`config.mk`:
```
export PLATFORM = sky130hd
export DESIGN_NAME = dtmf_event_packetizer
export DESIGN_NICKNAME = d
export VERILOG_FILES = /design/src/hw/rtl/dtep_pkg.sv /design/src/hw/rtl/dtmf_event_packetizer.sv /design/src/hw/rtl/dtep_in_reg.sv /design/src/hw/rtl/dtep_engine.sv /design/src/hw/rtl/dtep_out_reg.sv
export SDC_FILE = /design/constraint.sdc
export NUM_CORES = 1
export LEC_CHECK = 0
export CAP_MARGIN = 20
export CORE_MARGIN = 2
export CORE_UTILIZATION = 25
export CTS_BUF_LIST = sky130_fd_sc_hd__clkbuf_8
export CTS_CLUSTER_DIAMETER = 80
export DETAILED_ROUTE_END_ITERATION = 6
export DONT_BUFFER_PORTS = 1
export MAX_ROUTING_LAYER = met4
export SLEW_MARGIN = 20
export SYNTH_ARGS = -nofsm -noshare
export SYNTH_HDL_FRONTEND = slang
export SYNTH_HIERARCHICAL = 1
export SYNTH_SLANG_ARGS = --single-unit
```
`constraint.sdc`:
```
create_clock -name clk -period 9.9 [get_ports clk]
set_input_delay 0.99 -clock clk [delete_from_list [all_inputs] [get_ports clk]]
set_output_delay 0.99 -clock clk [all_outputs]
set_load 0.02 [all_outputs]
```
`src/hw/rtl/dtep_pkg.sv`:
```
package dtep_pkg;

  // Request codes carried in req_type.
  typedef enum logic [1:0] {
    REQ_TICK  = 2'd0,
    REQ_START = 2'd1,
    REQ_STOP  = 2'd2
  } req_type_t;

  // Configuration register indexes.
  typedef enum logic [1:0] {
    CFG_DTMF_ENABLED  = 2'd0,
    CFG_FRAME_SAMPLES = 2'd1,
    CFG_EVENT_PT      = 2'd2
  } cfg_index_t;

  localparam int unsigned STOP_REPEATS_DEF = 3;

  localparam logic [12:0] FRAME_SAMPLES_RST = 13'd80;
  localparam logic [6:0]  EVENT_PT_RST      = 7'd101;
  localparam logic [15:0] DUR_MAX           = 16'hFFFF;
  localparam logic [5:0]  VOLUME_DBM0       = 6'd10;

  localparam logic [7:0] CHAR_STAR  = 8'h2A;
  localparam logic [7:0] CHAR_HASH  = 8'h23;
  localparam logic [7:0] CHAR_0     = 8'h30;
  localparam logic [7:0] CHAR_9     = 8'h39;
  localparam logic [7:0] CHAR_LC_A  = 8'h61;
  localparam logic [7:0] CHAR_LC_D  = 8'h64;
  localparam logic [7:0] CHAR_UC_A  = 8'h41;
  localparam logic [7:0] CHAR_UC_D  = 8'h44;
  localparam logic [3:0] EV_STAR    = 4'd10;
  localparam logic [3:0] EV_HASH    = 4'd11;
  localparam logic [3:0] EV_LETTER  = 4'd12;

  // One accepted input transaction.
  typedef struct packed {
    logic [1:0]  req_type;
    logic [7:0]  tone_code;
    logic [31:0] now_timestamp;
  } item_t;

  // One event packet.
  typedef struct packed {
    logic [3:0]  event_code;
    logic        end_flag;
    logic [5:0]  volume;
    logic [15:0] duration;
    logic        marker;
    logic [31:0] start_timestamp;
    logic [6:0]  payload_type;
  } pkt_t;

  typedef struct packed {
    logic       ok;
    logic [3:0] ev;
  } tone_map_t;

  // Maps a raw tone code to a telephone event number.
  function automatic tone_map_t map_tone(input logic [7:0] code);
    tone_map_t res;
    res.ok = 1'b1;
    res.ev = 4'd0;
    if (code <= 8'd9) begin
      res.ev = code[3:0];
    end else if (code >= CHAR_0 && code <= CHAR_9) begin
      res.ev = code[3:0];
    end else if ((code >= CHAR_LC_A && code <= CHAR_LC_D) ||
                 (code >= CHAR_UC_A && code <= CHAR_UC_D)) begin
      res.ev = code[3:0] - 4'd1 + EV_LETTER;
    end else if (code == CHAR_STAR) begin
      res.ev = EV_STAR;
    end else if (code == CHAR_HASH) begin
      res.ev = EV_HASH;
    end else begin
      res.ok = 1'b0;
    end
    return res;
  endfunction

endpackage

```
`src/hw/rtl/dtmf_event_packetizer.sv`:
```
// Telephone-event (DTMF) packetizer. Each input transaction is a frame tick
// carrying the current RTP timestamp, a start-tone request with a raw tone
// code, or a stop-tone request; a tick may produce one event packet on the
// result channel. The block takes one transaction per clock cycle while the
// result side keeps up: a transaction is held in the input register, then
// the packet decision and all state updates happen in a single pass and
// the packet lands in the result register, which offers it on the result
// channel; a stall can hold the tick in the input register before that.
// The result register decides the rate: when it holds an untaken packet and
// the result side stalls, the transaction in the input register cannot move
// on, and once that register is occupied the input side stalls as well.
// Starts, stops and ticks without a packet also wait for room in the result
// register before they are processed.
// Configuration writes are always ready and take effect at once; write them
// only while no transaction is in flight.
module dtmf_event_packetizer #(
  parameter int unsigned STOP_REPEATS = dtep_pkg::STOP_REPEATS_DEF
) (
  input  logic        clk,
  input  logic        rst_n,

  // Input transaction channel.
  input  logic        in_valid,
  output logic        in_stall,
  input  logic [1:0]  in_req_type,
  input  logic [7:0]  in_tone_code,
  input  logic [31:0] in_now_timestamp,

  // Event packet channel.
  output logic        out_valid,
  input  logic        out_stall,
  output logic [3:0]  out_event_code,
  output logic        out_end_flag,
  output logic [5:0]  out_volume,
  output logic [15:0] out_duration,
  output logic        out_marker,
  output logic [31:0] out_start_timestamp,
  output logic [6:0]  out_payload_type,

  // Configuration write channel.
  input  logic        cfg_valid,
  output logic        cfg_ready,
  input  logic [1:0]  cfg_index,
  input  logic [12:0] cfg_wdata
);

  // Configuration registers.
  logic        dtmf_enabled_r;
  logic [12:0] frame_samples_r;
  logic [6:0]  event_pt_r;

  dtep_pkg::item_t in_item;
  dtep_pkg::item_t item;
  dtep_pkg::pkt_t  pkt;
  dtep_pkg::pkt_t  pkt_q;
  logic            room;
  logic            go;
  logic            emit;

  assign cfg_ready = 1'b1;

  // Writes to an index beyond the register list are dropped.
  always_ff @(posedge clk) begin
    if (!rst_n) begin
      dtmf_enabled_r  <= 1'b0;
      frame_samples_r <= dtep_pkg::FRAME_SAMPLES_RST;
      event_pt_r      <= dtep_pkg::EVENT_PT_RST;
    end else if (cfg_valid && cfg_ready) begin
      unique case (cfg_index)
        dtep_pkg::CFG_DTMF_ENABLED:  dtmf_enabled_r  <= cfg_wdata[0];
        dtep_pkg::CFG_FRAME_SAMPLES: frame_samples_r <= cfg_wdata;
        dtep_pkg::CFG_EVENT_PT:      event_pt_r      <= cfg_wdata[6:0];
        default: begin
        end
      endcase
    end
  end

  assign in_item.req_type      = in_req_type;
  assign in_item.tone_code     = in_tone_code;
  assign in_item.now_timestamp = in_now_timestamp;

  dtep_in_reg u_in_reg (
    .clk      (clk),
    .rst_n    (rst_n),
    .in_valid (in_valid),
    .in_stall (in_stall),
    .in_item  (in_item),
    .room     (room),
    .go       (go),
    .item     (item)
  );

  // Tone state and the per-tick packet decision.
  dtep_engine #(
    .STOP_REPEATS (STOP_REPEATS)
  ) u_engine (
    .clk           (clk),
    .rst_n         (rst_n),
    .go            (go),
    .item          (item),
    .dtmf_enabled  (dtmf_enabled_r),
    .frame_samples (frame_samples_r),
    .event_pt      (event_pt_r),
    .emit          (emit),
    .pkt           (pkt)
  );

  dtep_out_reg u_out_reg (
    .clk       (clk),
    .rst_n     (rst_n),
    .load      (go && emit),
    .pkt_in    (pkt),
    .room      (room),
    .out_valid (out_valid),
    .out_stall (out_stall),
    .pkt_out   (pkt_q)
  );

  assign out_event_code      = pkt_q.event_code;
  assign out_end_flag        = pkt_q.end_flag;
  assign out_volume          = pkt_q.volume;
  assign out_duration        = pkt_q.duration;
  assign out_marker          = pkt_q.marker;
  assign out_start_timestamp = pkt_q.start_timestamp;
  assign out_payload_type    = pkt_q.payload_type;

endmodule

```
`src/hw/rtl/dtep_in_reg.sv`:
```
module dtep_in_reg (
  input  logic                clk,
  input  logic                rst_n,
  input  logic                in_valid,
  output logic                in_stall,
  input  dtep_pkg::item_t     in_item,
  input  logic                room,
  output logic                go,
  output dtep_pkg::item_t     item
);

  logic            vld_r;
  logic            vld_nxt;
  dtep_pkg::item_t item_r;
  logic            load;

  // The held item moves on when the result register has room.
  assign go       = vld_r && room;
  assign in_stall = vld_r && !room;
  assign load     = in_valid && !in_stall;
  assign vld_nxt  = load || (vld_r && !go);
  assign item     = item_r;

  always_ff @(posedge clk) begin
    if (!rst_n) begin
      vld_r <= 1'b0;
    end else begin
      vld_r <= vld_nxt;
    end
  end

  always_ff @(posedge clk) begin
    if (load) begin
      item_r <= in_item;
    end
  end

endmodule

```
`src/hw/rtl/dtep_engine.sv`:
```
module dtep_engine #(
  parameter int unsigned STOP_REPEATS = dtep_pkg::STOP_REPEATS_DEF
) (
  input  logic             clk,
  input  logic             rst_n,
  input  logic             go,
  input  dtep_pkg::item_t  item,
  input  logic             dtmf_enabled,
  input  logic [12:0]      frame_samples,
  input  logic [6:0]       event_pt,
  output logic             emit,
  output dtep_pkg::pkt_t   pkt
);

  localparam int unsigned CW = $clog2(STOP_REPEATS + 1);
  localparam logic [CW-1:0] CNT_FULL = CW'(STOP_REPEATS);

  // A countdown of zero stands for "not ending".
  logic            active_r, active_nxt;
  logic            is_new_r, is_new_nxt;
  logic [CW-1:0]   cnt_r, cnt_nxt;
  logic [3:0]      event_r, event_nxt;
  logic [31:0]     start_ts_r, start_ts_nxt;
  logic [31:0]     last_ts_r, last_ts_nxt;
  logic [13:0]     interval_r, interval_nxt;
  logic [15:0]     total_r, total_nxt;

  dtep_pkg::tone_map_t tmap;
  logic [31:0]     start_eff;
  logic [13:0]     interval_eff;
  logic [CW-1:0]   cnt_eff;
  logic [31:0]     resend_at;
  logic [31:0]     dur_raw;
  logic [31:0]     total_raw;
  logic [15:0]     total_eff;
  logic [15:0]     dur_sat;

  assign tmap         = dtep_pkg::map_tone(item.tone_code);
  assign start_eff    = is_new_r ? item.now_timestamp : start_ts_r;
  assign interval_eff = is_new_r ? {frame_samples, 1'b0} : interval_r;
  assign cnt_eff      = is_new_r ? '0 : cnt_r;
  assign resend_at    = last_ts_r + {18'd0, interval_eff};
  assign dur_raw      = item.now_timestamp + {18'd0, interval_eff} - start_eff;
  assign total_raw    = item.now_timestamp - start_eff;
  assign total_eff    = (cnt_eff == CNT_FULL) ?
                        ((|total_raw[31:16]) ? dtep_pkg::DUR_MAX : total_raw[15:0]) :
                        total_r;
  assign dur_sat      = (|dur_raw[31:16]) ? dtep_pkg::DUR_MAX : dur_raw[15:0];

  always_comb begin
    active_nxt   = active_r;
    is_new_nxt   = is_new_r;
    cnt_nxt      = cnt_r;
    event_nxt    = event_r;
    start_ts_nxt = start_ts_r;
    last_ts_nxt  = last_ts_r;
    interval_nxt = interval_r;
    total_nxt    = total_r;
    emit         = 1'b0;

    pkt.event_code      = event_r;
    pkt.end_flag        = 1'b0;
    pkt.volume          = dtep_pkg::VOLUME_DBM0;
    pkt.duration        = dur_sat;
    pkt.marker          = is_new_r;
    pkt.start_timestamp = start_eff;
    pkt.payload_type    = event_pt;

    if (go) begin
      case (item.req_type)
        dtep_pkg::REQ_START: begin
          if (dtmf_enabled && !active_r && cnt_r == '0 && tmap.ok) begin
            active_nxt = 1'b1;
            event_nxt  = tmap.ev;
            is_new_nxt = 1'b1;
          end
        end
        dtep_pkg::REQ_STOP: begin
          if (active_r && cnt_r == '0) begin
            cnt_nxt = CNT_FULL;
          end
        end
        dtep_pkg::REQ_TICK: begin
          if (active_r && dtmf_enabled) begin
            start_ts_nxt = start_eff;
            interval_nxt = interval_eff;
            cnt_nxt      = cnt_eff;
            total_nxt    = total_eff;
            if (cnt_eff == '0) begin
              if (is_new_r || resend_at <= item.now_timestamp) begin
                emit        = 1'b1;
                last_ts_nxt = item.now_timestamp;
                is_new_nxt  = 1'b0;
              end
            end else begin
              // End packets repeat until the countdown runs out.
              emit         = 1'b1;
              pkt.end_flag = 1'b1;
              pkt.duration = total_eff;
              pkt.marker   = 1'b0;
              last_ts_nxt  = item.now_timestamp;
              cnt_nxt      = cnt_eff - CW'(1);
              if (cnt_eff == CW'(1)) begin
                active_nxt = 1'b0;
              end
            end
          end
        end
        default: begin
        end
      endcase
    end
  end

  always_ff @(posedge clk) begin
    if (!rst_n) begin
      active_r <= 1'b0;
      is_new_r <= 1'b0;
      cnt_r    <= '0;
    end else begin
      active_r <= active_nxt;
      is_new_r <= is_new_nxt;
      cnt_r    <= cnt_nxt;
    end
  end

  always_ff @(posedge clk) begin
    event_r    <= event_nxt;
    start_ts_r <= start_ts_nxt;
    last_ts_r  <= last_ts_nxt;
    interval_r <= interval_nxt;
    total_r    <= total_nxt;
  end

endmodule

```
`src/hw/rtl/dtep_out_reg.sv`:
```
module dtep_out_reg (
  input  logic            clk,
  input  logic            rst_n,
  input  logic            load,
  input  dtep_pkg::pkt_t  pkt_in,
  output logic            room,
  output logic            out_valid,
  input  logic            out_stall,
  output dtep_pkg::pkt_t  pkt_out
);

  logic           vld_r;
  logic           vld_nxt;
  dtep_pkg::pkt_t pkt_r;

  assign room      = !vld_r || !out_stall;
  assign vld_nxt   = load || (vld_r && out_stall);
  assign out_valid = vld_r;
  assign pkt_out   = pkt_r;

  always_ff @(posedge clk) begin
    if (!rst_n) begin
      vld_r <= 1'b0;
    end else begin
      vld_r <= vld_nxt;
    end
  end

  always_ff @(posedge clk) begin
    if (load) begin
      pkt_r <= pkt_in;
    end
  end

endmodule
```
==> flow_summary_export.csv, run 1 <==
group,metric,value,unit
detailed_routing,firstDrtPassIters,7,
global_route,met1_usage,0.179,
outcome,status,"completed",
layout,fin_nets,1695,
yosys,yosysMostFrequentCell,"edfxtp_1",
yosys,synth_seq_cells,234,
timing,slew_headroom,0.318,
clock_tree,post_cts.repair.setup_buffers,0,
floorplanning,fp.coreArea,0.0616,mm^2
floorplanning,dieArea,0.0641,mm^2
timing,tightest_slew,1.02,ns
floorplanning,initial_core_util,0.252,
yosys,synth_edf_count,207,
yosys,synth_cell_types,93,
critical_path,rr_startpoint,"u_engine/is_new_r$_SDFFE_PN0P_",
pwr,p_per_area,140,mW/mm^2
layout,fin_cells,2357,
pwr,irDropWorstVdd,0.104,mV
timing,setup_viol,0,
clock_tree,numCtsBuffers,40,
detailed_routing,viasPerCell,4.89,
timing,fin_skew,0.0565,ns
floorplanning,fp.dieW,253,um
critical_path,r2r_end,"u_engine/last_ts_r[24]$_DFFE_PP_",
critical_path,crit_path_end_kind,"flop",
placement,io_buffers,0,
layout,areaGrowthSynthToFinish,10.8,%
yosys,synth_largest_area_cell,"edfxtp_1",
detailed_routing,ant_nets,0,
global_route,use_met3,0.0352,
yosys,synthAdderAreaFrac,0.133,
global_route,grt-busiest-layer,"met2",
critical_path,required,10.15,ns
clock_tree,cts_buffer_depth,3,
yosys,synth.avg_cell_area,10.4,um^2
timing,layout_worst_path_cycle_share,0.700,
timing,hold_viol,0,
critical_path,reg2reg_slack,2.97,ns
yosys,yosys-mux-area-fraction,0.0479,
critical_path,reg2reg_depth,22,
clock_tree,cts_tree,"done",
yosys,synth-xor-area-share,0.0378,
critical_path,path_class,"reg -> reg",
global_route,use_met2,0.220,
yosys,synth_compound_area_frac,0.142,
yosys,async_reset_ff_frac,0,
placement,hpwl,34.6,mm
timing,max_freq,0.144,GHz
clock_tree,root_buffer,"clkbuf_8",
layout,drive_above_1_share,0.0671,
clock_tree,clk_latency,0.62,ns
hold_path,holdPathStages,0,
hold_path,hp-start,"u_engine/event_r[3]$_DFFE_PP_",
global_route,grt_pass1_wl,67.2,mm
clock_tree,cts.repair.resized,0,
global_route,grt_pass1_vias,11329,
yosys,syn_inst,1492,
clock_tree,cts_max_level,2,
critical_path,start_kind,"flop",
global_route,grt_usage,0.140,
floorplanning,num_io_pins,132,
placement,placedCellCount,2282,
timing,fin_tns_setup,0,ns
global_route,grt_start_max_net_pins,69,
yosys,yosysWarningCount,6,
detailed_routing,drc,0,
yosys,synth-simple-area-share,0.147,
timing,period_minus_slack,6.93,ns
clock_tree,path_clk_slew,0.06,ns
critical_path,cp_max_fo,50,
hold_path,whs_endpoint,"u_out_reg/pkt_out[66]$_DFFE_PP_",
hold_path,hp-class,"reg -> reg",
timing,slew_viol_final,0,
global_route,antenna_found_initial,3,
yosys,synth_top_cell_area_share,0.400,
yosys,netlist_area,0.0155,mm^2
critical_path,worstPathArrival,7.18,ns
placement,routabilityCongestion,0.910,
floorplanning,fp-row-count,91,
yosys,synth_top_family_by_area,"simple AND/OR/NAND/NOR gates",
detailed_routing,via_count,11517,
clock_tree,holdBufCountCts,0,
detailed_routing,wl_per_cell,19.0,um
yosys,synth_ff_type,"edfxtp_1",
yosys,synthTopCellsByArea,"edfxtp_1 (40%), ha_1 (9.2%), mux2i_1 (4.6%)",
timing,grt_setup_unrepaired,"no",
detailed_routing,drt_wl_total,44.8,mm
floorplanning,die_y,253,um
global_route,grt_overflow,0,
yosys,synth_common_cells,"edfxtp_1 (207), inv_1 (144), ha_1 (114)",
pwr,p_leak,6.43,nW
clock_tree,cts_sinks,234,
yosys,seq_area_frac_synth,0.435,
run,drv_cap,0,
detailed_routing,drtIter0Drc,776,
[cell type report]
class,count,area (um^2)
well taps,837,1050
multi-input cells,1054,7920
clock inverters,27,190
repair buffers,11,82.6
inverters,146,548
diodes,1,2.50
clock buffers,47,647
flip-flops and latches,234,6760
fillers,6436,44400
[where the power goes]
group / switching, mW / total (mW) / leakage [nW] / internal, mW
logic: 0.234 / 0.373 / 3.85 / 0.139
registers: 0.0297 / 1.12 / 2.10 / 1.09
clock network: 0.425 / 0.915 / 0.480 / 0.491
[metal layers]
layer  vias up  wire [um]  part of all wire
li1       5441          -                 -
met1      5624      20200              0.45
met2       386      20500              0.46
met3        66       3030             0.067
met4         0       1050             0.023
met5         -          0                 0
[worst max path at each step]
stage                                   startpoint                                to  slack [ns]  cells past startpoint
finish              u_engine/is_new_r$_SDFFE_PN0P_  u_engine/last_ts_r[24]$_DFFE_PP_        2.97                     22
floorplan                                out_stall    u_out_reg/pkt_out[0]$_DFFE_PP_        1.58                      6
CTS                 u_engine/is_new_r$_SDFFE_PN0P_  u_engine/last_ts_r[25]$_DFFE_PP_        2.93                     23
detailed placement  u_engine/is_new_r$_SDFFE_PN0P_   u_out_reg/pkt_out[42]$_DFFE_PP_        3.02                     22
global route        u_engine/is_new_r$_SDFFE_PN0P_  u_engine/last_ts_r[25]$_DFFE_PP_        2.21                     22
global placement    u_engine/is_new_r$_SDFFE_PN0P_   u_out_reg/pkt_out[60]$_DFFE_PP_        3.16                     23
[metrics by stage]
stage	cell area [um^2]	hold slack (ns)	power, mW	util	setup WS, ns
finish	17200	0.418	2.40	0.279	2.97
CTS	17200	0.407	2.44	0.279	2.93
global placement	16400	0.408	1.50	0.266	3.16
detailed placement	16400	0.405	1.50	0.266	3.02
floorplan	15500	0.400	1.40	-	1.58
global route	17200	0.412	2.52	0.279	2.21
[worst max-delay path, cell delays in order, from the launching register on]
cell and delay, ns:
dfxtp_2 0.38, buf_4 0.67, mux2i_1 0.34, inv_1 0.10, ha_1 0.37, and3_1 0.17
a21oi_1 0.11, o21ai_0 0.15, o41ai_1 0.54, o2111ai_1 0.50, nand3_1 0.24, xnor2_1 0.14
ha_1 0.27, a21o_1 0.18, a21oi_1 0.15, nor2b_1 0.06, o21ai_0 0.14, nand2b_1 0.07
a21oi_1 0.13, o21ai_0 0.15, o31ai_1 0.50, o31a_1 0.72, buf_4 0.41
[registers in the layout, summed over array words and instances, names as in the netlist, 2 cells and up]
name and cells:
u_in_reg/item 42, u_engine/total_r 16, frame_samples_r 13, event_pt_r 7
u_engine/cnt_r 2, u_engine/interval_r 14, u_out_reg/pkt_out 67, u_engine/event_r 4
u_engine/last_ts_r 32, u_engine/start_ts_r 32
[cells by family after synthesis]
family	count (synthesis)
and+or+nand+nor	442
AOI/OAI and AO/OA	318
DFF	234
buffers and inverters	208
adders and majority gates	146
muxes	74
xor gates and xnor gates	67
other	3
[cell usage in the layout, fill, tap and decap left out, types with 14 or more instances in the layout]
cell	count
nor3_1	38
xor2_1	22
xnor2_1	45
fa_1	32
mux2i_1	71
o21a_1	14
nand2b_1	18
nor2b_1	25
o211ai_1	15
ha_1	114
nand3_1	30
edfxtp_1	207
a31oi_1	18
a21oi_1	87
inv_1	157
clkbuf_8	47
nand2_1	111
a21o_1	29
nor2_1	101
o21ai_0	38
nand4_1	29
dfxtp_1	26
(Power assumes the default switching activity.)
==> run 2, diff against run 1 <==
Settings changed: ABC_AREA from default to 1.
Clock period 9.9 ns to 6 ns, I/O delays scaled along.
==> run 2 against run 1 <==
Total power increased by 69%. Clock power grew 74%. Clock-buffer cell count down 1.
==> flow_summary_export.csv, run 2 <==
group,metric,value,unit
outcome,status,"completed",
clock_tree,cts_max_level,2,
yosys,synth_ff_type,"edfxtp_1",
layout,ff_latch_area,0.00676,mm^2
clock_tree,path_clk_slew,0.06,ns
placement,routabilityCongestion,0.922,
detailed_routing,wl_per_cell,16.2,um
yosys,synth_common_cells,"nand2_1 (590), inv_1 (428), edfxtp_1 (207)",
timing,hold_viol,0,
detailed_routing,viasPerCell,4.34,
clock_tree,post_cts.repair.setup_buffers,0,
critical_path,r2r_end,"u_out_reg/pkt_out[59]$_DFFE_PP_",
hold_path,holdPathStages,0,
clock_tree,clk_latency,0.62,ns
floorplanning,fp.dieW,262,um
critical_path,start_kind,"flop",
pwr,p_per_area,218,mW/mm^2
layout,fillers,7079,
layout,fin_util,0.281,
timing,slew_viol_final,0,
clock_tree,cts_buffer_depth,3,
timing,fin_skew,0.0413,ns
placement,hpwl,40.0,mm
hold_path,hp-class,"in -> reg",
yosys,synth_largest_area_cell,"edfxtp_1",
timing,fin_tns_setup,0,ns
global_route,grt_pass1_wl,76.1,mm
run,drv_cap,0,
clock_tree,numCtsBuffers,42,
yosys,synth.avg_cell_area,7.88,um^2
timing,grt_setup_unrepaired,"no",
detailed_routing,drc,0,
timing,tightest_slew,0.718,ns
yosys,synth_top_cell_area_share,0.372,
global_route,grt_start_max_net_pins,71,
floorplanning,fp.coreArea,0.0660,mm^2
floorplanning,die_y,262,um
floorplanning,dieArea,0.0689,mm^2
clock_tree,cts_tree,"done",
placement,io_buffers,0,
critical_path,cp_max_fo,26,
detailed_routing,via_count,13190,
clock_tree,root_buffer,"clkbuf_8",
yosys,seq_area_frac_synth,0.405,
hold_path,hp-start,"in_tone_code[4]",
pwr,irDropWorstVdd,0.136,mV
critical_path,rr_startpoint,"u_engine/is_new_r$_SDFFE_PN0P_",
floorplanning,num_io_pins,132,
pwr,p_total,4.05,mW
yosys,synthTopCellsByArea,"edfxtp_1 (37%), nand2_1 (13%), inv_1 (9.6%)",
detailed_routing,firstDrtPassIters,5,
hold_path,whs_endpoint,"u_in_reg/item[36]$_DFFE_PP_",
global_route,grt_pass1_vias,12969,
global_route,grt_usage,0.147,
layout,fin_nets,2345,
yosys,synth_seq_cells,234,
clock_tree,holdBufCountCts,0,
layout,drive_above_1_share,0.0816,
layout,areaGrowthSynthToFinish,11.2,%
critical_path,path_class,"reg -> reg",
global_route,grt_overflow,0,
detailed_routing,drtIter0Drc,1006,
placement,dpl_worst_slack,0.364,ns
floorplanning,initial_core_util,0.253,
detailed_routing,ant_nets,0,
critical_path,reg2reg_depth,27,
detailed_routing,drt_wl_total,49.1,mm
pwr,p_leak,8.80,nW
timing,max_freq,0.183,GHz
global_route,antenna_found_initial,3,
yosys,async_reset_ff_frac,0,
clock_tree,cts_sinks,234,
floorplanning,fp-row-count,94,
timing,setup_viol,0,
yosys,yosysMostFrequentCell,"nand2_1",
yosys,yosysWarningCount,6,
critical_path,crit_path_end_kind,"flop",
critical_path,worstPathArrival,5.74,ns
layout,multi_input_comb_area,0.00807,mm^2
layout,largest_register_ffs,67,
yosys,synth_edf_count,207,
critical_path,reg2reg_slack,0.54,ns
yosys,syn_inst,2118,
clock_tree,cts.repair.resized,0,
critical_path,required,6.28,ns
yosys,netlist_area,0.0167,mm^2
timing,period_minus_slack,5.46,ns
yosys,synth_cell_types,50,
layout,final_cell_mix,"nand2_1 (590), inv_1 (436), edfxtp_1 (207), nor2_1 (184), ha_1 (114)",
layout,final_common_cell,"nand2_1",
timing,layout_worst_path_cycle_share,0.910,
timing,worst_slack,0.540,ns
timing,slew_headroom,0.516,
-- run 2: changes by cell type after synthesis, moves of 24 or more --
cell / delta
nand3_1: +55
inv_1: +284
nor2_1: +83
xor2_1: +25
xnor2_1: -32
nor3_1: -24
mux2i_1: -70
a21o_1: -26
o21ai_0: +41
nand2_1: +479
nand2_2: +29
nor2b_1: -26
-- run 2: how the worst max path moves through the flow --
| stage | startpoint | to | slack [ns] |
|---|---|---|---|
| after floorplan | u_engine/is_new_r$_SDFFE_PN0P_ | u_out_reg/pkt_out[0]$_DFFE_PP_ | 0.27 |
| after global placement | u_engine/is_new_r$_SDFFE_PN0P_ | u_out_reg/pkt_out[61]$_DFFE_PP_ | 0.46 |
| after detailed placement | u_engine/is_new_r$_SDFFE_PN0P_ | u_out_reg/pkt_out[60]$_DFFE_PP_ | 0.36 |
| after CTS | u_engine/is_new_r$_SDFFE_PN0P_ | u_out_reg/pkt_out[46]$_DFFE_PP_ | 0.28 |
| after global routing | u_engine/is_new_r$_SDFFE_PN0P_ | u_out_reg/pkt_out[59]$_DFFE_PP_ | 0.005 |
| final | u_engine/is_new_r$_SDFFE_PN0P_ | u_out_reg/pkt_out[59]$_DFFE_PP_ | 0.54 |
-- run 2: metal layers --
metal  global-route usage  part of all wire  vias up  routed length, um
met5                    -                 0        -                  0
met4               0.0416             0.026        0               1270
met3               0.0291             0.057       75               2820
met2                0.247              0.48      305              23500
met1                0.178              0.44     6108              21500
li1                     -                 -     6702                  -
-- run 2: layout make-up --
cell class / count / share of cell area
Antenna cell: 3 / 0.000405
Clock buffer: 46 / 0.0341
Clock inverter: 31 / 0.0140
Inverter: 437 / 0.0888
Multi-Input combinational cell: 1412 / 0.435
Sequential cell: 234 / 0.364
Tap cell: 864 / 0.0583
Timing Repair Buffer: 10 / 0.00560
-- run 2: worst max-delay path, stage by stage (launching register included) --
cell,delay [ns]
dfxtp_2,0.47
inv_1,0.21
or2_2,0.31
o21ai_0,0.13
inv_1,0.14
fa_1,0.44
nand3_1,0.10
nand2_1,0.10
a21oi_2,0.21
inv_1,0.07
a21oi_1,0.28
o21ai_1,0.17
a21oi_2,0.32
inv_2,0.13
nand4_1,0.11
xnor2_1,0.07
ha_1,0.27
nand2_1,0.06
nor2_1,0.17
nand4_1,0.14
nor4_1,0.23
a31oi_1,0.12
nand2_1,0.11
o21ai_0,0.10
inv_1,0.09
nand2_1,0.10
inv_6,0.25
buf_12,0.22
-- run 2: power by group --
| group | total, mW | internal (mW) | switching [mW] | leakage (nW) |
|---|---|---|---|---|
| sequential | 1.84 | 1.80 | 0.0396 | 2.11 |
| combinational | 0.626 | 0.203 | 0.423 | 6.20 |
| clock | 1.59 | 0.891 | 0.702 | 0.488 |
| total | 4.05 | 2.89 | 1.16 | 8.80 |
-- run 2: metrics by stage --
stage          hold WS [ns]  instances  area, um^2
2_1_floorplan         0.400       2122       16700
3_3_place_gp          0.401       2957       17600
5_1_grt              0.0259       3037       18600
4_1_cts              0.0127       3034       18500
3_5_place_dp          0.405       2957       17600
6_report             0.0805       3037       18600
-- run 2: kinds of logic (layout without fill, tap and decap cells) --
logic type,after synthesis,count (layout),share of synthesized area
AO/OA/AOI/OAI,194,194,0.0646
XOR/XNOR,60,60,0.0315
adder cells (fa/ha/maj),146,146,0.124
buffers and inverters,476,524,0.114
flip-flops,234,234,0.405
multiplexers,1,1,0.000600
other,3,10,0.000674
AND/OR/NAND/NOR,1004,1004,0.260
==> run 3, diff against run 2 <==
Settings changed: PLACE_DENSITY from default to 0.5.
==> run 3 against run 2 <==
Clock power grew 4%. Non-clock buffer count is the same. Flip-flop and latch count is the same. First-iteration DRC count shrank 12%. Total power grew 1.7%. Setup slack gained 0.026 ns. Combinational power grew 1%. Core utilization is essentially flat. Sequential share of layout area is essentially flat. Register-to-register slack gained 0.03 ns. Sequential power is essentially flat. Critical endpoint is now u_out_reg/pkt_out[48]$_DFFE_PP_. Largest power group unchanged.
==> flow_summary_export.csv, run 3 (synthesized netlist as in run 2, its figures left out) <==
group,metric,value,unit
outcome,status,"completed",
layout,drive_above_1_share,0.0831,
layout,fin_util,0.282,
detailed_routing,ant_nets,0,
placement,placedCellCount,2957,
critical_path,cp_top_family,"simple AND/OR/NAND/NOR gates",
timing,slew_viol_final,0,
detailed_routing,drtIter0Drc,888,
timing,hold_viol,0,
placement,io_buffers,0,
floorplanning,initial_core_util,0.253,
run,drv_cap,0,
detailed_routing,firstDrtPassIters,5,
hold_path,hp-class,"in -> reg",
timing,slew_headroom,0.324,
hold_path,holdPathStages,0,
timing,whs,0.0672,ns
layout,final_common_cell,"nand2_1",
critical_path,crit_path_end_kind,"flop",
layout,diodes,0,
global_route,grt_start_max_net_pins,64,
floorplanning,fp-row-count,94,
layout,fillers,7108,
clock_tree,post_cts.repair.setup_buffers,0,
timing,max_freq,0.184,GHz
detailed_routing,wl_per_cell,17.2,um
critical_path,crit_slowest_cell,"or2_2",
clock_tree,cts_max_level,2,
pwr,irDropWorstVdd,0.150,mV
global_route,grt_pass1_vias,13226,
global_route,grt_overflow,0,
critical_path,cpMostUsedCell,"nand2_1",
layout,fin_cells,3043,
critical_path,crit_path_max_incr_delay,0.36,ns
critical_path,worstPathArrival,5.72,ns
critical_path,path_depth,30,
clock_tree,cts_tree,"done",
detailed_routing,drt_wl_total,52.2,mm
clock_tree,clk_latency,0.63,ns
clock_tree,holdBufCountCts,0,
timing,layout_worst_path_cycle_share,0.906,
timing,setup_viol,0,
detailed_routing,viasPerCell,4.39,
placement,hpwl,42.4,mm
detailed_routing,drc,0,
timing,fin_tns_setup,0,ns
critical_path,required,6.28,ns
pwr,p_leak,8.82,nW
timing,grt_setup_unrepaired,"no",
critical_path,critPathBufInv,7,
clock_tree,path_clk_slew,0.06,ns
critical_path,cp_max_fo,52,
critical_path,start_kind,"flop",
clock_tree,cts_sinks,234,
timing,fin_skew,0.0548,ns
floorplanning,num_io_pins,132,
global_route,grt_pass1_wl,79.1,mm
pwr,p_per_area,222,mW/mm^2
clock_tree,cts_buffer_depth,3,
layout,final_cell_mix,"nand2_1 (590), inv_1 (435), edfxtp_1 (207), nor2_1 (184), ha_1 (114)",
global_route,grt_usage,0.155,
clock_tree,cts.repair.resized,0,
critical_path,reg2reg_depth,30,
timing,period_minus_slack,5.43,ns
clock_tree,root_buffer,"clkbuf_8",
critical_path,path_class,"reg -> reg",
clock_tree,numCtsBuffers,46,
floorplanning,dieArea,0.0689,mm^2
timing,tightest_slew,1.01,ns
layout,largest_register_ffs,67,
floorplanning,die_y,262,um
floorplanning,fp.coreArea,0.0660,mm^2
detailed_routing,via_count,13369,
floorplanning,fp.dieW,262,um
global_route,antenna_found_initial,0,
layout,areaGrowthSynthToFinish,11.3,%
layout,fin_nets,2349,
placement,routabilityCongestion,0.910,
## run 3: cell types whose count changed in the layout (fill, tap and decap cells not counted), sizes merged
cell	previous run	this run
clkinv	15	23
clkbuf	46	49
diode	3	0
bufinv	4	3
inv	447	446
## run 3: layout make-up
cell class / instances / area [um^2] / share of cell area
clock inverters: 37 / 264 / 0.0142
clock buffers: 49 / 674 / 0.0363
well taps: 864 / 1080 / 0.0582
inverters: 437 / 1640 / 0.0885
multi-input cells: 1412 / 8070 / 0.434
flip-flops and latches: 234 / 6760 / 0.364
repair buffers: 10 / 87.6 / 0.00472
## run 3: power breakdown
part / total, mW / internal, mW / switching [mW] / leakage (nW)
Sequential: 1.84 / 1.80 / 0.0420 / 2.11
Clock: 1.65 / 0.900 / 0.752 / 0.511
Combinational: 0.634 / 0.204 / 0.430 / 6.20
Total: 4.12 / 2.90 / 1.22 / 8.82
## run 3: final timing paths
kind,startpoint,to,slack [ns]
max,u_engine/is_new_r$_SDFFE_PN0P_,u_out_reg/pkt_out[48]$_DFFE_PP_,0.57
min reg2reg,u_engine/event_r[3]$_DFFE_PP_,u_out_reg/pkt_out[66]$_DFFE_PP_,0.38
min,in_now_timestamp[8],u_in_reg/item[8]$_DFFE_PP_,0.07
max reg2reg,u_engine/is_new_r$_SDFFE_PN0P_,u_out_reg/pkt_out[48]$_DFFE_PP_,0.57
## run 3: worst register-to-register path, delay by kind of cell (launching register included)
kind / cells / cell delay, ns
simple gates: 15 / 2.24
buf+inv: 7 / 0.91
compound gates: 5 / 0.76
fa+ha+maj: 2 / 0.64
flops: 1 / 0.32
xor+xnor: 1 / 0.08
## run 3: layer usage
layer,routed length [um],vias up,GRT usage,share of wire
met1,23300,6252,0.190,0.45
li1,-,6712,-,-
met5,0,-,-,0
met3,2400,66,0.0226,0.046
met4,1150,0,0.0441,0.022
met2,25400,339,0.263,0.49
## run 3: metrics by stage
stage	setup WS [ns]	power, mW	cell area (um^2)
after floorplan	0.265	2.31	16700
after global placement	0.789	2.50	17600
after detailed placement	0.683	2.50	17600
after CTS	0.642	4.19	18600
after global routing	0.0623	4.36	18600
final	0.566	4.12	18600
